<file path="config.mk">
export PLATFORM = sky130hd
export DESIGN_NAME = kvt_ctrl
export DESIGN_NICKNAME = d
export VERILOG_FILES = /design/src/sv/kvt_pkg.sv /design/src/sv/kvt_ctrl.sv
export SDC_FILE = /design/constraint.sdc
export NUM_CORES = 1
export LEC_CHECK = 0
export BUFFER_PORTS_ARGS = -buffer_cell sky130_fd_sc_hd__buf_4
export CAP_MARGIN = 20
export CORE_AREA = 2 2 245 247
export DETAILED_ROUTE_END_ITERATION = 10
export DIE_AREA = 0 0 247 249
export PLACE_DENSITY = 0.61
export SYNTH_ARGS = -nofsm -noshare
export SYNTH_HDL_FRONTEND = slang
export SYNTH_SLANG_ARGS = --single-unit
</file>
<file path="constraint.sdc">
create_clock -name clk_i -period 4.8 [get_ports clk_i]
set_input_delay 0.24 -clock clk_i [delete_from_list [all_inputs] [get_ports clk_i]]
set_output_delay 0.24 -clock clk_i [all_outputs]
set_load 0.02 [all_outputs]
</file>
<file path="src/sv/kvt_pkg.sv">
// ----------------------------------------------------------------------------
// kvt_pkg
// Shared constants, status codes, store access types and key normalization
// for the keyed value table.
// ----------------------------------------------------------------------------
package kvt_pkg;

  // Table geometry
  localparam int MAX_ENTRIES = 64;
  localparam int KEY_BYTES   = 15;
  localparam int KEY_SLOT    = 15;
  localparam int KEY_W       = 8 * KEY_SLOT;
  localparam int KEY_LOW_W   = 64;
  localparam int KEY_HIGH_W  = 56;
  localparam int VALUE_W     = 64;
  localparam int STATUS_W    = 2;
  localparam int ADDR_W      = (MAX_ENTRIES > 1) ? $clog2(MAX_ENTRIES) : 1;
  localparam int CNT_W       = $clog2(MAX_ENTRIES + 1);

  // Stream word layout
  localparam int IN_DATA_W   = KEY_LOW_W + KEY_HIGH_W + VALUE_W;
  localparam int IN_TDATA_W  = ((IN_DATA_W + 7) / 8) * 8;
  localparam int OUT_TDATA_W = ((VALUE_W + 7) / 8) * 8;

  // Request modes
  localparam logic MODE_SET = 1'b0;
  localparam logic MODE_GET = 1'b1;

  // Result status codes
  localparam logic [STATUS_W-1:0] ST_FOUND     = 2'd0;
  localparam logic [STATUS_W-1:0] ST_INSERTED  = 2'd1;
  localparam logic [STATUS_W-1:0] ST_FULL      = 2'd2;
  localparam logic [STATUS_W-1:0] ST_NOT_FOUND = 2'd3;

  // Sequencer to store: one read port, one write port
  typedef struct packed {
    logic                      rd_en;
    logic [ADDR_W-1:0]         rd_addr;
    logic                      wr_en;
    logic [ADDR_W-1:0]         wr_addr;
    logic [KEY_W-1:0]          wr_key;
    logic signed [VALUE_W-1:0] wr_value;
  } store_req_t;

  // Store to sequencer: registered read data
  typedef struct packed {
    logic [KEY_W-1:0]          key;
    logic signed [VALUE_W-1:0] value;
  } store_rsp_t;

  // Zero every byte from the first zero byte on, and every byte past KEY_BYTES
  function automatic logic [KEY_W-1:0] norm_key(input logic [KEY_LOW_W-1:0]  lo,
                                                input logic [KEY_HIGH_W-1:0] hi);
    logic [KEY_W-1:0] raw;
    logic [KEY_W-1:0] res;
    logic             ended;
    raw   = {hi, lo};
    res   = '0;
    ended = 1'b0;
    for (int i = 0; i < KEY_SLOT; i++) begin
      if ((i >= KEY_BYTES) || (raw[8*i +: 8] == 8'd0)) begin
        ended = 1'b1;
      end
      res[8*i +: 8] = ended ? 8'd0 : raw[8*i +: 8];
    end
    return res;
  endfunction

endpackage

</file>
<file path="src/sv/kvt_ctrl.sv">
// ----------------------------------------------------------------------------
// kvt_ctrl
// Scan sequencer: takes one request word, walks the stored names one per
// cycle through a shared key comparator, then updates, appends or answers,
// and hands the result to the output register.
// ----------------------------------------------------------------------------
module kvt_ctrl (
  input  logic                                 clk_i,
  input  logic                                 rst_ni,
  // request side
  input  logic                                 req_valid_i,
  output logic                                 req_ready_o,
  input  logic                                 mode_i,
  input  logic [kvt_pkg::KEY_LOW_W-1:0]        key_low_i,
  input  logic [kvt_pkg::KEY_HIGH_W-1:0]       key_high_i,
  input  logic signed [kvt_pkg::VALUE_W-1:0]   value_i,
  // result side
  output logic                                 res_valid_o,
  input  logic                                 res_ready_i,
  output logic [kvt_pkg::STATUS_W-1:0]         status_o,
  output logic signed [kvt_pkg::VALUE_W-1:0]   read_value_o,
  // store port
  output kvt_pkg::store_req_t                  store_req_o,
  input  kvt_pkg::store_rsp_t                  store_rsp_i
);

  localparam logic [1:0] S_IDLE = 2'd0;
  localparam logic [1:0] S_SCAN = 2'd1;
  localparam logic [1:0] S_FIN  = 2'd2;

  localparam logic [kvt_pkg::CNT_W-1:0] CNT_FULL = kvt_pkg::CNT_W'(kvt_pkg::MAX_ENTRIES);

  logic [1:0]                         state_q, state_d;
  logic                               mode_q, mode_d;
  logic [kvt_pkg::KEY_W-1:0]          key_q, key_d;
  logic signed [kvt_pkg::VALUE_W-1:0] val_q, val_d;
  logic [kvt_pkg::CNT_W-1:0]          idx_q, idx_d;
  logic                               pend_q, pend_d;
  logic [kvt_pkg::ADDR_W-1:0]         cmp_idx_q, cmp_idx_d;
  logic [kvt_pkg::CNT_W-1:0]          count_q, count_d;
  logic [kvt_pkg::STATUS_W-1:0]       res_st_q, res_st_d;
  logic signed [kvt_pkg::VALUE_W-1:0] res_val_q, res_val_d;
  logic                               out_valid_q;
  logic [kvt_pkg::STATUS_W-1:0]       out_st_q;
  logic signed [kvt_pkg::VALUE_W-1:0] out_val_q;
  logic                               hit;
  logic                               out_load;

  // Shared comparator against the entry read last cycle
  assign hit = pend_q && (store_rsp_i.key == key_q);

  assign req_ready_o = (state_q == S_IDLE);

  // Sequencer
  always_comb begin
    state_d   = state_q;
    mode_d    = mode_q;
    key_d     = key_q;
    val_d     = val_q;
    idx_d     = idx_q;
    pend_d    = pend_q;
    cmp_idx_d = cmp_idx_q;
    count_d   = count_q;
    res_st_d  = res_st_q;
    res_val_d = res_val_q;
    out_load  = 1'b0;
    store_req_o = '0;
    case (state_q)
      S_IDLE: begin
        if (req_valid_i) begin
          mode_d  = mode_i;
          key_d   = kvt_pkg::norm_key(key_low_i, key_high_i);
          val_d   = value_i;
          idx_d   = '0;
          pend_d  = 1'b0;
          state_d = S_SCAN;
        end
      end
      S_SCAN: begin
        if (hit) begin
          // Match: answer a get, overwrite on a set
          res_st_d  = kvt_pkg::ST_FOUND;
          res_val_d = (mode_q == kvt_pkg::MODE_GET) ? store_rsp_i.value : '0;
          if (mode_q == kvt_pkg::MODE_SET) begin
            store_req_o.wr_en    = 1'b1;
            store_req_o.wr_addr  = cmp_idx_q;
            store_req_o.wr_key   = key_q;
            store_req_o.wr_value = val_q;
          end
          pend_d  = 1'b0;
          state_d = S_FIN;
        end else if (!pend_q && (idx_q == count_q)) begin
          // Every entry seen without a match
          res_val_d = '0;
          if (mode_q == kvt_pkg::MODE_GET) begin
            res_st_d = kvt_pkg::ST_NOT_FOUND;
          end else if (count_q == CNT_FULL) begin
            res_st_d = kvt_pkg::ST_FULL;
          end else begin
            res_st_d             = kvt_pkg::ST_INSERTED;
            store_req_o.wr_en    = 1'b1;
            store_req_o.wr_addr  = count_q[kvt_pkg::ADDR_W-1:0];
            store_req_o.wr_key   = key_q;
            store_req_o.wr_value = val_q;
            count_d              = count_q + 1'b1;
          end
          state_d = S_FIN;
        end else if (idx_q < count_q) begin
          // Fetch the next entry
          store_req_o.rd_en   = 1'b1;
          store_req_o.rd_addr = idx_q[kvt_pkg::ADDR_W-1:0];
          cmp_idx_d           = idx_q[kvt_pkg::ADDR_W-1:0];
          idx_d               = idx_q + 1'b1;
          pend_d              = 1'b1;
        end else begin
          pend_d = 1'b0;
        end
      end
      S_FIN: begin
        // Hand over once the output register is free
        if (!out_valid_q || res_ready_i) begin
          out_load = 1'b1;
          state_d  = S_IDLE;
        end
      end
      default: begin
        state_d = S_IDLE;
      end
    endcase
  end

  // Control state
  always_ff @(posedge clk_i or negedge rst_ni) begin
    if (!rst_ni) begin
      state_q <= S_IDLE;
      pend_q  <= 1'b0;
      count_q <= '0;
      idx_q   <= '0;
    end else begin
      state_q <= state_d;
      pend_q  <= pend_d;
      count_q <= count_d;
      idx_q   <= idx_d;
    end
  end

  // Request payload and pending result
  always_ff @(posedge clk_i) begin
    mode_q    <= mode_d;
    key_q     <= key_d;
    val_q     <= val_d;
    cmp_idx_q <= cmp_idx_d;
    res_st_q  <= res_st_d;
    res_val_q <= res_val_d;
  end

  // Output register
  always_ff @(posedge clk_i or negedge rst_ni) begin
    if (!rst_ni) begin
      out_valid_q <= 1'b0;
    end else if (out_load) begin
      out_valid_q <= 1'b1;
    end else if (res_ready_i) begin
      out_valid_q <= 1'b0;
    end
  end

  always_ff @(posedge clk_i) begin
    if (out_load) begin
      out_st_q  <= res_st_q;
      out_val_q <= res_val_q;
    end
  end

  assign res_valid_o  = out_valid_q;
  assign status_o     = out_st_q;
  assign read_value_o = out_val_q;

endmodule

</file>
# ---- Word-level counts from Yosys, hierarchy flattened
# Cells that the tools add are included.
dict set report word_totals {
  inputBits 373
  output_inout_bits 266
  word_cells 156
  reg_bits 341
}
dict set report op_classes {
  n_lt_le_gt_ge 1
  n_bitwise 4
  reduce_logical 31
  eq_ne 12
  addsub 2
  n_mux 79
}
# op n
set ops {}
lappend ops {{$mux W191} 5}
lappend ops {{$mux W198} 1}
lappend ops {{$mux W64} 3}
lappend ops {{$eq A120 B120 Y1} 1}
lappend ops {{$logic_not A8 Y1} 15}
lappend ops {{$mux W1} 53}
lappend ops {{$mux W7} 7}
lappend ops {{$add A7 B1 Y7 const B} 2}
lappend ops {{$mux W2} 7}
lappend ops {{$pmux W7 S2} 1}
lappend ops {{$ne A2 B2 Y1 const B} 5}
lappend ops {{$reduce_and A5 Y1} 2}
lappend ops {{$eq A7 B7 Y1} 1}
lappend ops {{$eq A7 B7 Y1 const B} 1}
lappend ops {{$lt A7 B7 Y1} 1}
lappend ops {{$ne A3 B3 Y1 const B} 2}
lappend ops {{$pmux W2 S3} 1}
lappend ops {{$reduce_and A3 Y1} 2}
lappend ops {{$reduce_bool A2 Y1} 3}
lappend ops {{$not A1 Y1} 4}
lappend ops {{$reduce_and A2 Y1} 2}
lappend ops {{$reduce_and A4 Y1} 1}
lappend ops {{$eq A2 B1 Y1 const B} 1}
lappend ops {{$eq A2 B2 Y1 const B} 1}
lappend ops {{other kinds (5)} 7}

# ---- Depth between registers and ports, before layout
# Gate-level depths: netlist (run 1).
dict set report logic_depth {
  word_depth 46
  ltp_mapped 10
  ltp_nobuf 9
}

# ---- Worst setup path before layout (run 1)
# OpenSTA, ideal clock, no wires.
dict set report synth_timing {
  path_type {reg-to-reg}
  start {reg key_q[83] in the netlist's numbering}
  end {reg res_st_q[0] in the netlist's numbering, enable pin}
  t_arrival_ns 4.657
  synth_period_minus_slack_ns 5.147
  required_ns 4.310
  setup_ns 0.490
  stages_incl_launch_ff 8
  n_path_buf 1
  slack_ns -0.347
  cell_sequence {edfxtp_1 > a2111o_1 > nor4_1 > nand4_1 > nor4_4 > clkbuf_1 > nor2_1 > nor2_1}
}
dict set report synth_via {
  elab_chain_len 4
}
# element line
set synth_rtl {}
lappend synth_rtl {{start: declaration} kvt_ctrl.sv:35} ;# logic [kvt_pkg::KEY_W-1:0] key_q, key_d;
lappend synth_rtl {{start signal: assignment} kvt_ctrl.sv:150} ;# key_q <= key_d;
lappend synth_rtl {{$eq A120 B120 Y1} kvt_ctrl.sv:50} ;# assign hit = pend_q && (store_rsp_i.key == key_q);
lappend synth_rtl {{$logic_and A1 B1 Y1} kvt_ctrl.sv:50}
lappend synth_rtl {{$reduce_bool A2 Y1 (no line)} -}
lappend synth_rtl {{$reduce_and A2 Y1 (no line)} -}
lappend synth_rtl {{end signal: assignment} kvt_ctrl.sv:153} ;# res_st_q <= res_st_d;
lappend synth_rtl {{end: declaration} kvt_ctrl.sv:41} ;# logic [kvt_pkg::STATUS_W-1:0] res_st_q, res_st_d;
# No other way between the ends.
# A chain may end at the register's enable or synchronous reset.

==> metrics list, run 1 <==
- Critical path fanouts, max: 45
- Top library cells by usage in the layout, fill and taps aside: sky130_fd_sc_hd__buf_4, sky130_fd_sc_hd__edfxtp_1, sky130_fd_sc_hd__dlygate4sd3_1
- Total I/O pin count: between 600 and 700
- Sequential share of power: 0.485
- Synthesized instance count: approximately 1100
- After synthesis the cells add up to 0.01510 mm^2.
- P_leak: 0.009923 uW
- In this run, synthesis inferred 323 flip-flops with an integrated enable.
- Share of cells above drive strength 1: 0.3639
* CTS clock-pin slew for the worst setup and hold paths: 60 ps
- The setup path with the least slack is of type flop to primary output.
* Global-route met2 utilization: 0.3612
* Sequential fraction of the synthesis area: 0.6722
- In the final routed layout, each cell accounts on average for 22.90 um.
- Aggregate negative setup slack: 0 ps
* Final net count: 2361
* Drt first-iter violations: 812
* Switching Power: 1400 uW
- Routability-driven placement finished with a final weighted congestion of 1.011.
* Switching part of the total power: 0.2098
- Outcome: complete, no violations
- Area of the die: 0.06150 mm^2
* Clock power share: 0.432
- Ratio of final minimum period to clock period: 0.9189
* Worst-Margin Slew: roughly 830 ps
- Fin Clk Skew: approximately 22 ps
- Entering global routing, the biggest net connects 99 pins.
- Final slew viol count: 0
- Most crowded layer after global routing: met2
- Power per Cell Area: 275.9 mW/mm^2
- Clock tree from TritonCTS: yes
- After detailed routing, the total wire length is 63770 um.
* Hold WC Path Type: primary input to flop
* Total gr overflow: 0
- Counting the fill cells in the layout gives about 5400.
* H-Tree Depth: 2
- Die Span X: ~250 um
- In this run the clock root is driven by a sky130_fd_sc_hd__clkbuf_16.
- Worst VDD drop: 0.1992 mV
* First-pass GRT wire length: slightly below 90000 um
- For this run, global-route usage on met1 was measured as 0.2219.
- Signed area change from the synthesized netlist to the final layout: 60.20%
- For this run, the leading register cell type out of synthesis is sky130_fd_sc_hd__edfxtp_1.
- Headroom to the max-slew limit came out at 0.4449.
- Mapped Avg Cell Area: 13.43 um^2
* Routed vias/inst: 4.551
* Synthesized Nets: 1507
- Leaving out fill and tap cells, the most frequent cell in the layout is sky130_fd_sc_hd__buf_4.
- Number of different library cells in the post-synthesis netlist: between 40 and 50
* Highest attainable clock frequency: 226.7 MHz
- The initial antenna violation count came to 9.
- TritonCTS created 38 clock buffers.
- The internal power of the cells totals 5272 uW.
- For this run, asynchronously set or reset flops after synthesis account for 0.05279.
* HPWL reported at the end of detailed placement: approximately 50000 um
- Critical Path Start Type: flop
- The tool flagged a number of max-cap violations equal to 0.
- The hold violation total from the final report is 0.
- The longest clock path from root to sink contains 3 buffers.
- The later pin in the worst-skew pair is clocked with a latency of 550 ps.
* Required @ worst endpoint: about 4600 ps
- Global router's overall resource usage: 0.2001
* Worst setup EP type: primary output
* Number of buffers added for setup after CTS: 0
- The initial utilization of the core area, before any placement, comes to 0.2573.
- Worst Setup Slack post-DPL: 740.5 ps
- The clock net in this run drives a total of 341 sinks.
- Final setup viols: 0
- Count of vias placed by the detailed router: 12670
- From bottom edge to top edge, the die measures between 200 and 250 um.
* Share of power burned in combinational logic: 0.083
- # rows: 89
- Met3 layer usage reported by global route: 0.04654
- The first detailed-routing pass took 5 iterations.
- Setup repair after global routing left no endpoint under its margin.
- Shortest clock period the worst path allows after layout: 4411 ps
- Setup slack closes at between 300 and 400 ps.
* Residual antenna-violating net count after detailed routing: 0
* Core area: 0.05869 mm^2
- Yosys printed 0 warnings.
- The via count of the first global-routing pass is 13180.
- Critical Path AT: roughly 4200 ps
- Register bit count reported by yosys: 341
* Detailed-route DRC error count: 0
* Buffers on Ports: 638
[power by group through the flow]
stage	Sequential [uW]	Clock [uW]	Combinational, uW
final	3240	2880	555
after global routing	3230	3060	589
after CTS	3240	2960	555
after detailed placement	3300	0	418
after global placement	3300	0	414
after floorplan	3300	0	93.1
[sequential cells by signal (all words and copies together) (netlist names)]
register	cells
mode_q	1
pend_q	1
status_o	2
idx_q	7
key_q	120
res_st_q	2
res_val_q	64
count_q	7
cmp_idx_q	6
res_valid_o	1
val_q	64
state_q	2
read_value_o	64
[critical path, stage by stage, from the launching register on]
cell and delay, ps:
sky130_fd_sc_hd__edfxtp_1 400, sky130_fd_sc_hd__xnor2_1 590, sky130_fd_sc_hd__nand4_1 400, sky130_fd_sc_hd__nor4_1 280, sky130_fd_sc_hd__nand4_1 250, sky130_fd_sc_hd__nor4_4 590
sky130_fd_sc_hd__a21oi_4 290, sky130_fd_sc_hd__buf_4 350, sky130_fd_sc_hd__nor2b_1 250, sky130_fd_sc_hd__buf_4 180
[cells in the mapped netlist, types with 2 or more instances]
master                      count  share of area
sky130_fd_sc_hd__o2111ai_1      5         0.0029
sky130_fd_sc_hd__clkbuf_1      29         0.0072
sky130_fd_sc_hd__nand4_1       27          0.011
sky130_fd_sc_hd__a22o_1         8         0.0046
sky130_fd_sc_hd__a2111o_1       5         0.0037
sky130_fd_sc_hd__ha_1          10         0.0083
sky130_fd_sc_hd__nor3_1         6         0.0020
sky130_fd_sc_hd__o21ai_0        4         0.0013
sky130_fd_sc_hd__and2_1        91          0.038
sky130_fd_sc_hd__xnor2_1       80          0.046
sky130_fd_sc_hd__nand3_1        4         0.0013
sky130_fd_sc_hd__nor2b_1      186          0.077
sky130_fd_sc_hd__nor4_1        40          0.017
sky130_fd_sc_hd__and2_0         2        0.00083
sky130_fd_sc_hd__inv_1         43          0.011
sky130_fd_sc_hd__nand2b_1      20         0.0083
sky130_fd_sc_hd__nand2_1       26         0.0065
sky130_fd_sc_hd__xor2_1         8         0.0046
sky130_fd_sc_hd__and3_1        92          0.038
sky130_fd_sc_hd__or4_1          2        0.00099
sky130_fd_sc_hd__o22ai_1       13         0.0054
sky130_fd_sc_hd__buf_2         23         0.0076
sky130_fd_sc_hd__edfxtp_1     323           0.64
sky130_fd_sc_hd__o21a_1         2        0.00099
sky130_fd_sc_hd__mux2i_1        6         0.0040
sky130_fd_sc_hd__a21oi_1        2        0.00066
sky130_fd_sc_hd__nor2_1        31         0.0077
sky130_fd_sc_hd__dfrtp_1       18          0.030
[what timing repair did]
action,4_1_cts,5_1_grt
setup endpoints to repair,0,2
gates resized for setup,0,1
endpoints found under the hold margin,218,0
hold buffers,201,0
[per-stage QoR]
step                      hold slack [ps]  area [um^2]  total power (uW)    util  instances
after floorplan                    -55.59        15110              3392       -       1124
after global placement              126.2        20930              3713  0.3567       2509
after detailed placement            127.3        20940              3717  0.3568       2510
after CTS                           1.364        24170              6751  0.4118       2779
after global routing                1.295        24180              6885  0.4121       2783
final                               34.20        24190              6673  0.4122       2785
[per-layer routing]
layer | vias to the layer above | share of wire | wire length, um
li1 | 5753 | - | -
met1 | 6102 | 0.36 | 22880
met2 | 712 | 0.52 | 32900
met3 | 105 | 0.083 | 5277
met4 | 2 | 0.042 | 2689
met5 | - | 0.00020 | 13
[kinds of logic after synthesis]
logic type | share of synthesized area
AND/OR/NAND/NOR | 0.2148
buffers and inverters | 0.02552
multiplexers | 0.003978
AO/OA/AOI/OAI | 0.02420
flip-flops | 0.6722
adder cells (fa/ha/maj) | 0.008286
XOR/XNOR | 0.05104
[final cells by class]
class,count,area [um^2],area share
Tap cell,773,967.2,0.03998
Antenna cell,6,15.01,0.0006207
Inverter,43,165.2,0.006828
Clock inverter,21,201.4,0.008328
Multi-Input combinational cell,688,4598,0.1901
Sequential cell,341,10150,0.4196
Clock buffer,47,1016,0.04200
Timing Repair Buffer,866,7077,0.2926
[final timing paths]
kind                                 from          endpoint  cells after the start  slack (ps)
min in group asynchronous          rst_ni          idx_q[2]                      2         140
min reg2reg                 res_val_q[34]  read_value_o[34]                      0         420
max reg2reg                     key_q[12]      res_val_q[7]                      8         980
min                        store_rsp_i[0]      res_val_q[0]                      2          30
max in group asynchronous          rst_ni          idx_q[3]                      2        4460
max                             key_q[12]   store_req_o[98]                      9         390
(Power assumes the default switching activity.)
==> run 2: changes to the inputs <==
==> constraint.sdc (replaced) <==
create_clock -name clk_i -period 4.8 [get_ports clk_i]
set_input_delay 0.24 -clock clk_i [delete_from_list [all_inputs] [get_ports clk_i]]
set_output_delay 0.24 -clock clk_i [all_outputs]
set_load 0.01 [all_outputs]
==> run 2 against run 1 <==
  * Combinational power is 0.9% higher
  * Cell area hardly changed
  * Count of clock-buffer cells in the layout is 2 lower
==> metrics list, run 2 (same netlist as run 1, synthesis figures left out) <==
- The flow ran to the end, and the final reports show no timing, DRC or antenna violations.
- The worst hold path was traced through 2 stages.
- Critical Path Start Type: flop
- The first global-routing pass estimated 88290 um of wire.
* Power per Cell Area: 274.3 mW/mm^2
* Share of cells above drive strength 1: 0.3654
- Aggregate negative setup slack: 0 ps
* Sum of routed wire length over all layers: 63850 um
* Signed area change from the synthesized netlist to the final layout: 60.18%
- The floorplan step defined a die boundary enclosing 0.06150 mm^2.
- 639 I/O pins were placed.
- Buffers added to address setup during post-CTS repair amount to 0.
- Clock tree from TritonCTS: yes
- HPWL reported at the end of detailed placement: 50810 um
* P_leak: 0.009911 uW
- IR analysis of the VDD net gives a maximum drop of around 0.26 mV.
- For the worst setup path, the data required time is 4560 ps.
* Number of hold violations in the final report: 0
* Maximum count of clock buffers along a single path: 3
- Count of vias placed by the detailed router: about 13000
* Worst setup EP type: primary output
- Critical path fanouts, max: 48
- Wire per inst: 22.89 um
- Final setup viols: 0
- Largest register by flop count: key_q
- In this run the standard cell core region covers roughly 0.059 mm^2.
* Leading cell type in the layout, fill and taps excluded: sky130_fd_sc_hd__buf_4
- The critical path is of the flop to primary output type.
* Antenna violations before repair: 12
* Global router's overall resource usage: 0.1995
- Number of global-route vias before repair: roughly 13000
* Final core occ: 0.4121
- In this run the horizontal extent of the chip is roughly 250 um.
- Minimum hold slack: roughly 34 ps
- Top library cells by usage in the layout, fill and taps aside: sky130_fd_sc_hd__buf_4, sky130_fd_sc_hd__edfxtp_1, sky130_fd_sc_hd__dlygate4sd3_1
* Maximum number of pins on one net before global-route repair: 95
* Worst-Margin Slew: between 700 and 800 ps
- Drt first-iter violations: between 700 and 800
- Overall power consumption after layout is estimated at around 6600 uW.
- Gp weighted congestion: 0.9475
- Counting cells, the worst reg-to-reg path comes to 9.
- For the worst setup path, the data arrival time is 4290 ps.
* Total gr overflow: 0
* Routed vias/inst: 4.516
* Highest attainable clock frequency: 220.8 MHz
- The initial utilization of the core area, before any placement, comes to 0.2573.
- The root buffer cell chosen for the clock tree is sky130_fd_sc_hd__clkbuf_16.
* Clock latency on the worst-skew pair: 550 ps
- Between clock sinks in the finished design, the worst skew comes to 21.71 ps.
- TritonCTS buffer count: 39
- Input and output buffers added on the ports amount to 638.
* Relative slew slack: 0.4682
* Number of fill cells: between 5000 and 6000
* Detailed-route DRC error count: 0
* Clock net sink count: between 300 and 400
* Setup repair after global routing missed its margin: false
* Vertical die dimension: 249 um
- Shortest clock period the worst path allows after layout: 4529 ps
- In this run the number of H-tree levels came out at 2.
* Final net count: 2366
- First-pass iteration count of the detailed router: 5
- # rows: 89
* Final slew viol count: 0
* Residual antenna-violating net count after detailed routing: 0
- Max_cap viols: 0
- Ratio of final minimum period to clock period: 0.9435
- In this run the worst hold path is classified as primary input to flop.
* CTS clock-pin slew for the worst setup and hold paths: 60 ps
- Max reg flops: 120
-- run 2: cell count changes in the layout (fill, tap and decap cells not counted), sizes merged --
cell         before  now
dlygate4sd3     201  203
clkinv           17   16
clkinvlp          1    4
bufinv            3    2
buf             665  667
diode             6    7
clkbuf           47   45
-- run 2: repair_timing --
action / CTS / global route
endpoints found under the hold margin: 219 / 1
setup endpoints to repair: 1 / 0
gates resized for setup: 1 / 0
hold buffers: 202 / 1
-- run 2: stage by stage --
stage	std cells	setup slack [ps]	instance area (um^2)
2_1_floorplan	1124	755.3	15110
3_3_place_gp	2512	495.1	20930
3_5_place_dp	2512	579.0	20930
4_1_cts	2781	104.4	24160
5_1_grt	2787	185.7	24180
6_report	2789	271.2	24190
-- run 2: final timing paths --
path	endpoint	slack (ps)	start
max	store_req_o[102]	270	key_q[23]
min	res_val_q[3]	30	store_rsp_i[3]
max reg2reg	res_val_q[59]	890	key_q[23]
min reg2reg	read_value_o[7]	410	res_val_q[7]
max in group asynchronous	count_q[4]	4420	rst_ni
min in group asynchronous	idx_q[2]	160	rst_ni
-- run 2: per-layer routing --
layer,part of all wire,track usage,vias up
met3,0.086,0.05107,129
met5,0.00056,0,-
li1,-,-,5750
met2,0.51,0.3633,663
met1,0.36,0.2199,6047
met4,0.040,0.07676,6
-- run 2: power by group --
group | switching (uW) | leakage [uW] | total (uW) | internal [uW]
Clock | 1210 | 0.000584 | 2840 | 1630
Sequential | 0.0000000000000216 | 0.00318 | 3240 | 3240
Combinational | 195 | 0.00615 | 560 | 365
Total | 1400 | 0.00991 | 6630 | 5230
-- run 2: worst max-delay path: stages (launching register included) --
cell and delay, ps:
sky130_fd_sc_hd__edfxtp_1 410, sky130_fd_sc_hd__xnor2_1 440, sky130_fd_sc_hd__nand4_1 240, sky130_fd_sc_hd__nor4_1 500, sky130_fd_sc_hd__nand4_1 340, sky130_fd_sc_hd__nor4_4 520, sky130_fd_sc_hd__a21oi_4 250, sky130_fd_sc_hd__buf_4 360
sky130_fd_sc_hd__nor2b_1 440, sky130_fd_sc_hd__buf_4 210
-- run 2: cell type report --
type / instances / area (um^2) / share of cell area
clock buffers: 45 / 1020 / 0.04216
inverters: 43 / 165.2 / 0.006829
clock inverters: 22 / 178.9 / 0.007398
well taps: 773 / 967.2 / 0.03999
flip-flops and latches: 341 / 10150 / 0.4197
repair buffers: 870 / 7089 / 0.2931
multi-input cells: 688 / 4598 / 0.1901
diodes: 7 / 17.52 / 0.0007243
